**config.mk**
```make
export PLATFORM = sky130hd
export DESIGN_NAME = double_ended_queue_unit
export DESIGN_NICKNAME = d
export VERILOG_FILES = /design/src/rtl/core/deq_pkg.sv /design/src/rtl/core/deq_cell.sv /design/src/rtl/core/double_ended_queue_unit.sv
export SDC_FILE = /design/constraint.sdc
export NUM_CORES = 1
export LEC_CHECK = 0
export BUFFER_PORTS_ARGS = -buffer_cell sky130_fd_sc_hd__clkbuf_2
export CAP_MARGIN = 25
export CORE_MARGIN = 3
export CORE_UTILIZATION = 45
export CTS_BUF_LIST = sky130_fd_sc_hd__clkbuf_8
export DETAILED_ROUTE_END_ITERATION = 6
export GPL_ROUTABILITY_DRIVEN = 0
export PLACE_DENSITY = 0.59
export RECOVER_POWER = 25
export SYNTH_ARGS = -nofsm -noshare
export SYNTH_HDL_FRONTEND = slang
export SYNTH_SLANG_ARGS = --single-unit
```
**constraint.sdc**
```tcl
create_clock -name clk_i -period 4.58 [get_ports clk_i]
set_input_delay 0.229 -clock clk_i [delete_from_list [all_inputs] [get_ports clk_i]]
set_output_delay 0.229 -clock clk_i [all_outputs]
set_load 0.02 [all_outputs]
```
**src/rtl/core/deq_pkg.sv**
```systemverilog
`timescale 1ns / 1ps
// Shared types and constants for the double-ended queue unit.
// No dependencies; used by deq_cell and double_ended_queue_unit.
package deq_pkg;

  localparam int Depth    = 16;
  localparam int WordBits = 32;

  typedef enum logic [2:0] {
    FUNC_PUSH_FRONT = 3'd0,
    FUNC_PUSH_BACK  = 3'd1,
    FUNC_POP_FRONT  = 3'd2,
    FUNC_POP_BACK   = 3'd3,
    FUNC_PEEK_FRONT = 3'd4,
    FUNC_PEEK_BACK  = 3'd5,
    FUNC_CLEAR      = 3'd6,
    FUNC_NOP        = 3'd7
  } func_e;

  typedef enum logic [1:0] {
    ST_OK    = 2'd0,
    ST_WORD  = 2'd1,
    ST_EMPTY = 2'd2,
    ST_FULL  = 2'd3
  } status_e;

  typedef enum logic [2:0] {
    CELL_HOLD,
    CELL_SHIFT_BACK,
    CELL_SHIFT_FRONT,
    CELL_PUSH_TAIL,
    CELL_POP_TAIL,
    CELL_CLEAR
  } cell_op_e;

  typedef struct packed {
    func_e               func;
    logic [WordBits-1:0] push_word;
  } req_t;

  typedef struct packed {
    status_e             status;
    logic [WordBits-1:0] read_word;
  } resp_t;

  typedef struct packed {
    cell_op_e            op;
    logic [WordBits-1:0] word;
  } cell_ctrl_t;

endpackage

```
**src/rtl/core/deq_cell.sv**
```systemverilog
`timescale 1ns / 1ps
// One queue cell: a stored word plus its occupancy bit, fed by both neighbors.
// Depends on deq_pkg.
module deq_cell (
  input  logic                         clk_i,
  input  logic                         rst_ni,
  input  deq_pkg::cell_ctrl_t          ctrl_i,
  input  logic [deq_pkg::WordBits-1:0] left_word_i,
  input  logic                         left_valid_i,
  input  logic [deq_pkg::WordBits-1:0] right_word_i,
  input  logic                         right_valid_i,
  output logic [deq_pkg::WordBits-1:0] word_o,
  output logic                         valid_o,
  output logic                         tail_o
);

  logic [deq_pkg::WordBits-1:0] word_q, word_d;
  logic                         valid_q, valid_d;

  always_comb begin
    word_d  = word_q;
    valid_d = valid_q;
    unique case (ctrl_i.op)
      deq_pkg::CELL_SHIFT_BACK: begin
        word_d  = left_word_i;
        valid_d = left_valid_i;
      end
      deq_pkg::CELL_SHIFT_FRONT: begin
        word_d  = right_word_i;
        valid_d = right_valid_i;
      end
      deq_pkg::CELL_PUSH_TAIL: begin
        if (!valid_q && left_valid_i) begin
          word_d  = ctrl_i.word;
          valid_d = 1'b1;
        end
      end
      deq_pkg::CELL_POP_TAIL: begin
        if (valid_q && !right_valid_i) valid_d = 1'b0;
      end
      deq_pkg::CELL_CLEAR: valid_d = 1'b0;
      default: ;
    endcase
  end

  always_ff @(posedge clk_i or negedge rst_ni) begin
    if (!rst_ni) begin
      valid_q <= 1'b0;
    end else begin
      valid_q <= valid_d;
    end
  end

  always_ff @(posedge clk_i) begin
    word_q <= word_d;
  end

  assign word_o  = word_q;
  assign valid_o = valid_q;
  assign tail_o  = valid_q && !right_valid_i;

endmodule

```
**src/rtl/core/double_ended_queue_unit.sv**
```systemverilog
`timescale 1ns / 1ps
// Double-ended queue of words built as a row of shifting cells.
// Depends on deq_pkg and deq_cell.
//
// Usage:
//   in channel : in_valid_i / in_ready_o carry one request word (func, push_word).
//   out channel: out_valid_o / out_ready_i carry one response word per request
//                (status, read_word).
//   Cell 0 holds the front entry; occupancy bits form a thermometer code.
//   Push front / pop front shift the whole row by one cell; push back fills
//   the first free cell and pop back empties the tail cell. Each request
//   updates the row in the cycle it is accepted.
//   Response: registered, and valid in the cycle after acceptance.
//   Throughput: one request per cycle unless the receiver stalls; the limit is
//   the single response register, refilled in the cycle the next request is taken.
//   Receiver stall: while out_valid_o is high and out_ready_i is low the
//   response holds and in_ready_o is low, so no request is accepted.
//   Reset: all occupancy bits clear (queue empty), no response pending.
//   Stored words are not cleared and are never read before written.
module double_ended_queue_unit (
  input  logic          clk_i,
  input  logic          rst_ni,
  input  logic          in_valid_i,
  output logic          in_ready_o,
  input  deq_pkg::req_t in_req_i,
  output logic          out_valid_o,
  input  logic          out_ready_i,
  output deq_pkg::resp_t out_resp_o
);

  localparam int Depth = deq_pkg::Depth;
  localparam int WB    = deq_pkg::WordBits;

  logic [WB-1:0]    word_w [Depth];
  logic [Depth-1:0] valid_w;
  logic [Depth-1:0] tail_w;

  deq_pkg::cell_ctrl_t ctrl;
  deq_pkg::resp_t      resp_d, resp_q;
  logic                out_valid_q;
  logic                accept, empty, full;
  logic [WB-1:0]       back_word;

  assign accept     = in_valid_i && in_ready_o;
  assign in_ready_o = !out_valid_q || out_ready_i;
  assign empty      = !valid_w[0];
  assign full       = valid_w[Depth-1];

  for (genvar i = 0; i < Depth; i++) begin : g_cell
    deq_cell u_cell (
      .clk_i        (clk_i),
      .rst_ni       (rst_ni),
      .ctrl_i       (ctrl),
      .left_word_i  ((i == 0) ? in_req_i.push_word : word_w[(i == 0) ? 0 : i-1]),
      .left_valid_i ((i == 0) ? 1'b1 : valid_w[(i == 0) ? 0 : i-1]),
      .right_word_i ((i == Depth-1) ? '0 : word_w[(i == Depth-1) ? i : i+1]),
      .right_valid_i((i == Depth-1) ? 1'b0 : valid_w[(i == Depth-1) ? i : i+1]),
      .word_o       (word_w[i]),
      .valid_o      (valid_w[i]),
      .tail_o       (tail_w[i])
    );
  end

  always_comb begin
    back_word = '0;
    for (int i = 0; i < Depth; i++) begin
      back_word = back_word | (tail_w[i] ? word_w[i] : '0);
    end
  end

  always_comb begin
    ctrl.op          = deq_pkg::CELL_HOLD;
    ctrl.word        = in_req_i.push_word;
    resp_d.status    = deq_pkg::ST_OK;
    resp_d.read_word = '0;
    unique case (in_req_i.func)
      deq_pkg::FUNC_PUSH_FRONT, deq_pkg::FUNC_PUSH_BACK: begin
        if (full) begin
          resp_d.status = deq_pkg::ST_FULL;
        end else if (in_req_i.func == deq_pkg::FUNC_PUSH_FRONT) begin
          ctrl.op = deq_pkg::CELL_SHIFT_BACK;
        end else begin
          ctrl.op = deq_pkg::CELL_PUSH_TAIL;
        end
      end
      deq_pkg::FUNC_POP_FRONT, deq_pkg::FUNC_PEEK_FRONT: begin
        if (empty) begin
          resp_d.status = deq_pkg::ST_EMPTY;
        end else begin
          resp_d.status    = deq_pkg::ST_WORD;
          resp_d.read_word = word_w[0];
          if (in_req_i.func == deq_pkg::FUNC_POP_FRONT) ctrl.op = deq_pkg::CELL_SHIFT_FRONT;
        end
      end
      deq_pkg::FUNC_POP_BACK, deq_pkg::FUNC_PEEK_BACK: begin
        if (empty) begin
          resp_d.status = deq_pkg::ST_EMPTY;
        end else begin
          resp_d.status    = deq_pkg::ST_WORD;
          resp_d.read_word = back_word;
          if (in_req_i.func == deq_pkg::FUNC_POP_BACK) ctrl.op = deq_pkg::CELL_POP_TAIL;
        end
      end
      deq_pkg::FUNC_CLEAR: ctrl.op = deq_pkg::CELL_CLEAR;
      default: ;
    endcase
    if (!accept) ctrl.op = deq_pkg::CELL_HOLD;
  end

  always_ff @(posedge clk_i or negedge rst_ni) begin
    if (!rst_ni) begin
      out_valid_q <= 1'b0;
    end else if (in_ready_o) begin
      out_valid_q <= in_valid_i;
    end
  end

  always_ff @(posedge clk_i) begin
    if (accept) resp_q <= resp_d;
  end

  assign out_valid_o = out_valid_q;
  assign out_resp_o  = resp_q;

  // occupancy stays a thermometer code
  a_thermo : assert property (@(posedge clk_i) disable iff (!rst_ni)
    (valid_w & ~{valid_w[Depth-2:0], 1'b1}) == '0)
    else $error("occupancy bits not contiguous from the front");

  a_push_grows : assert property (@(posedge clk_i) disable iff (!rst_ni)
    accept && !full && (in_req_i.func == deq_pkg::FUNC_PUSH_FRONT ||
                        in_req_i.func == deq_pkg::FUNC_PUSH_BACK)
    |=> $countones(valid_w) == $past($countones(valid_w)) + 1)
    else $error("push did not add exactly one entry");

  a_pop_shrinks : assert property (@(posedge clk_i) disable iff (!rst_ni)
    accept && !empty && (in_req_i.func == deq_pkg::FUNC_POP_FRONT ||
                         in_req_i.func == deq_pkg::FUNC_POP_BACK)
    |=> $countones(valid_w) + 1 == $past($countones(valid_w)))
    else $error("pop did not remove exactly one entry");

  a_word_zero : assert property (@(posedge clk_i) disable iff (!rst_ni)
    out_valid_q && resp_q.status != deq_pkg::ST_WORD |-> resp_q.read_word == '0)
    else $error("read word nonzero without a returned word");

endmodule
```
* Word-level counts from Yosys, hierarchy flattened
Index checks and enable logic that the tools add are counted.
** Cells by class
- Equality and inequality tests :: 42
- Bitwise operators :: 15
- Reductions and logical operators :: 76
- Mux-type cells :: 108
** Operator list (number)
- 32-bit case mux with 3 select lines :: 16
- 32-bit 2-to-1 mux :: 34
- 32-bit bitwise OR :: 15
- 1-bit case mux with 5 select lines :: 14
- 32-bit case mux with 2 select lines :: 1
- 2-bit by 1-bit inequality test with 1-bit output, second input constant :: 30
- 3-bit AND reduction :: 14
- 2-bit AND reduction :: 18
- 1-bit 2-to-1 mux :: 30
- 1-bit logical AND :: 16
- 1-bit zero test :: 16
- 3-bit == test, second input constant :: 5
- 3-bit by 2-bit == test with 1-bit output, second input constant :: 4
- 3-bit 2-to-1 mux :: 4
- 3-bit case mux with 4 select lines :: 1
- 2-bit 2-to-1 mux :: 5
- 2-bit OR reduction :: 4
- 3-bit by 1-bit == test with 1-bit output, second input constant :: 2
- 3-bit nonzero test :: 2
- 5-bit nonzero test :: 1
- 1-bit case mux with 4 select lines :: 1
- 2-bit case mux with 2 select lines :: 1
- 4-bit nonzero test :: 1
- 4-bit OR reduction :: 1
- 5 further kinds :: 5
** Storage, ports and cells
- Flip-flop bits (word level) :: 563
- Output and inout bits :: 36

* Logic depth before layout (Yosys ltp)
- Depth after elaboration :: 20
- Depth in mapped cells :: 9

* Hierarchy
Synthesis repeated with hierarchy kept, for this count alone.
** Second synthesis, totals
- Cells, all modules :: 3068
- Area, all modules :: 36423.7 um^2
** By module, submodules not included
- deq_cell (g_cell[15].u_cell ...) :: cells an instance 166, seq. area each 985.9 um^2, area each 1999.4 um^2, instances 10
- deq_cell (g_cell[0].u_cell ...) :: cells an instance 162, seq. area each 985.9 um^2, area each 2029.4 um^2, instances 6
- double_ended_queue_unit :: cells an instance 436, seq. area each 1046.0 um^2, area each 4252.8 um^2, instances 1

* Least setup slack after synthesis
No wires, ideal clock.
- Kind :: reg-to-reg
- Start point :: reg out_valid_q, in the netlist out_valid_o
- End point :: reg g_cell[10].u_cell.word_q, in the netlist g_cell[10].u_cell.word_o[0] (enable)
- Required time :: 4.148 ns
- Arrival time :: 2.905 ns
- Cell stages (with the launch flop) :: 6
- Slack :: 1.243 ns
- Period minus slack after synthesis :: 3.337 ns
- Path through :: dfrtp_1 > nor2b_1 > nor3_4 > buf_2 > buf_4 > a21oi_1
** On the way
- Word-level cells in the longest chain between the ends :: 7
- Elaborated cells on any way between the ends :: 10
- Classes of those cells :: eq/ne: 4; mux: 1; reduce/logical: 5
** RTL lines
- from (decl) :: line double_ended_queue_unit.sv:40 : logic out_valid_q;
- from (signal assigned) :: line double_ended_queue_unit.sv:114 : out_valid_q <= in_valid_i;
- 1-bit zero test * :: line double_ended_queue_unit.sv:45 : assign in_ready_o = !out_valid_q || out_ready_i;
- 1-bit logical OR * :: line double_ended_queue_unit.sv:45
- 1-bit logical AND * :: line double_ended_queue_unit.sv:44 : assign accept = in_valid_i && in_ready_o;
- 3-bit 2-to-1 mux * :: line double_ended_queue_unit.sv:107 : if (!accept) ctrl.op = deq_pkg::CELL_HOLD;
- 3-bit by 2-bit == test with 1-bit output / 3-bit by 1-bit == test with 1-bit output (equally long branches) :: line deq_cell.sv:23 : unique case (ctrl_i.op)
- 2-bit by 1-bit inequality test with 1-bit output (no source line) / 3-bit nonzero test (equally long branches)
- 2-bit AND reduction (no source line) *
- to (signal assigned) :: line deq_cell.sv:55 : word_q <= word_d;
- to (decl) :: line deq_cell.sv:17 : logic [deq_pkg::WordBits-1:0] word_q, word_d;
Every way passes the cells marked *; elsewhere a longest branch is shown, timed or not.
A chain may end at the register's enable or synchronous reset.

* Worst setup path after layout
- Start point :: reg out_valid_q, in the netlist out_valid_o
- End point :: reg resp_q, in the netlist out_resp_o[12] (enable)
** On the way
- Word-level cells in the longest chain between the ends :: 3
** RTL lines
- 1-bit zero test :: line double_ended_queue_unit.sv:45
- 1-bit logical OR :: line double_ended_queue_unit.sv:45
- 1-bit logical AND :: line double_ended_queue_unit.sv:44
- net accept :: line double_ended_queue_unit.sv:41 : logic accept, empty, full;
- to (signal assigned) :: line double_ended_queue_unit.sv:119 : if (accept) resp_q <= resp_d;
- to (decl) :: line double_ended_queue_unit.sv:39 : deq_pkg::resp_t resp_d, resp_q;
The timed path passes the listed nets, and every way through them passes these cells.

==> run summary <==
DR WL/cell - 27.4 um
Non-Filler Instances - 3825
Setup Skew - 0.0280 ns
Crit-path cells - nor2b_1 -> inv_1 -> nand2_1 -> inv_1 -> clkbuf_1
Initial antenna violation count - 3
Nets - 2945
Largest net degree at the start of global routing - 162
Crit path max-delay cell type - clkbuf_1
CTS HTree Levels - 3
Die Ht - 260 um
Io pins - 75
Cell Area, Placed - 30600 um^2
Max Slew Vio Count - 65
Slew margin rel. - -54.9%
Stages on worst setup path - 5
CTS tree - yes
Power, Total - 14.8 mW
Post-Route WL - 105000 um
Commonest non-fill, non-tap cell in the layout - edfxtp_1
Drt drc - 0
Reg2reg setup slack - 0.95 ns
Worst path required time - 4.83 ns
Worst Setup SP - out_valid_o
Die area - 67700 um^2
Clk sinks - 563
Sequential area share after synthesis - 57.8%
IO buf count - 74
Synthesized area per cell - 10.1 um^2
Most frequent cells in the layout - 546 x edfxtp_1, 521 x nand2_1, 463 x a21oi_1
Slew @ Worst Pin - 2.32 ns
#FFs+latches synth - 563
Worst Hold Class - input port to flip-flop
Worst slack, placed - 1.39 ns
RSZ-0062 raised after global routing - false
Top cell by count, worst path - inv_1
Starting density of the core - 45.8%
CP max stage delay - 1.71 ns
CP max FO - 22
Post-CTS Resized - 0
Design area - 32500 um^2
Gr usage total - 30.3%
Total number of vias - 24837
Post-DP HPWL - 62300 um
Status - complete, but fails checks
Number of setup violations in the final report - 0
Reg2reg start - out_valid_o
Worst-Skew Late Latency - 0.70 ns
Violated checks - capacitance limit, slew limit
Die width - 260 um
Util after Layout - 51.2%
Worst path buffer plus inverter count - 3
PD cells - 456 nW/um^2
Worst R2R Path Depth - 5
First-pass GRT wire length - 154000 um
CP delay by family, top - buffers and inverters
CP Capture Type - flip-flop
Critical path type - flip-flop to flip-flop
Initial DRT Pass Iterations - 6
Vias per cell - 6.49
Critical R2R Capture - out_resp_o[12]
F_max - 275 MHz
Grt ovf - 0
CTS buffer count - 97
Post-Syn Nets - 2924
Proportion of layout cells with a drive suffix above 1 - 10.4%
TNS Setup - 0 ns
Clock slew at reported path FFs - 0.07 ns
Cell Rows - 92
Post-Syn Area - 29100 um^2
Fraction of registers with async set/reset - 3.02%
First DRT Iteration DRCs - 3381
Post-synth EDFFs - 546
Fin Hold WS - 0.122 ns
Period utilization - 79.3%
Vias in the first global route - 23533
Met1 Track Usage GR - 42.4%
Leakage - 11.7 nW
GR Layer Usage met2 - 46.0%
Crit path DAT - 3.88 ns
# Max-Cap Violations - 5
Setup crit end - out_resp_o[12]
Area grow syn2layout - 11.8%
Final Hold Fails - 0
Clock buffer depth - 3
Top FF cell, synth - edfxtp_1
Kind of start point of the critical path - flip-flop
Root buf cell - clkbuf_8
Post-DRT Antenna Nets - 0
Final critical-path required period - 3.63 ns
GRT busiest layer - met2
Post-Place Cells - 3616
Synth Warn # - 0
M3 GR Usage - 5.58%
Synth Instances - 2885
Synth unique cells - 50
Core outline area - 63500 um^2
VDD IR max - 195 uV
Worst setup margin - 0.947 ns
[repair_timing]
item / 4_1_cts / 5_1_grt
hold endpoints to repair: 82 / 0
setup endpoints to repair: 0 / 0
hold buffers: 37 / 0
setup buffers: 0 / 0
[cell type report]
cell class / instances / area, um^2
flip-flops and latches: 563 / 16800
repair buffers: 204 / 1550
clock buffers: 102 / 1400
inverters: 9 / 33.8
fillers: 5830 / 31000
well taps: 846 / 1060
clock inverters: 67 / 340
multi-input cells: 2031 / 11300
diodes: 3 / 7.51
[synth_stat cells (24+ instances only)]
cell type | instances | area [um^2]
nor2_1 | 24 | 90.1
a22oi_1 | 158 | 1190
clkbuf_1 | 166 | 623
o21ai_1 | 31 | 155
o21ai_0 | 441 | 2210
edfxtp_1 | 546 | 16400
a21oi_1 | 476 | 2380
a221oi_1 | 47 | 412
mux2_2 | 34 | 383
buf_2 | 100 | 500
nand2_1 | 521 | 1960
a22o_1 | 77 | 674
[registers in the layout, indices dropped and copies added (netlist names)]
register / flops
g_cell.u_cell.valid_o: 16
out_valid_o: 1
out_resp_o: 34
g_cell.u_cell.word_o: 512
[logic make-up (layout without fill, tap and decap cells)]
logic type	after synthesis	after routing	share of synthesized area [%]
buf+inv	291	382	4.21
mux	36	36	1.39
other cells	0	3	0
simple gates	665	665	9.66
xor+xnor	1	1	0.0301
compound gates	1329	1329	26.9
flops	563	563	57.8
[worst reg2reg max path: stages, from the launching register on]
cell and delay (ns):
dfrtp_1 0.37, nor2b_1 0.20, inv_1 0.13, nand2_1 0.12, inv_1 0.61, clkbuf_1 1.71
[routing by layer]
metal	part of all wire (%)	vias to the layer above	wire, um
met5	0.012	-	13
met4	4.4	2	4620
met3	11	274	11300
met2	44	1570	46500
met1	40	12028	42200
li1	-	10963	-
[worst min-delay path by stage]
| stage | start | to | slack [ns] | cells past startpoint |
|---|---|---|---|---|
| floorplan | rst_ni | g_cell[0].u_cell.valid_o | -0.07 | 0 |
| global placement | rst_ni | out_valid_o | 0.21 | 1 |
| detailed placement | rst_ni | g_cell[4].u_cell.valid_o | 0.21 | 1 |
| CTS | in_req_i[33] | g_cell[15].u_cell.valid_o | 0.1 | 4 |
| global route | in_req_i[34] | out_resp_o[33] | 0.16 | 2 |
| finish | in_req_i[33] | g_cell[15].u_cell.valid_o | 0.12 | 4 |
[where the power goes]
group	leakage, nW	switching (mW)	internal [mW]
clock	1.01	2.17	2.16
combinational	5.49	2.82	1.40
sequential	5.20	0.310	5.96
(Power assumes the default switching activity.)
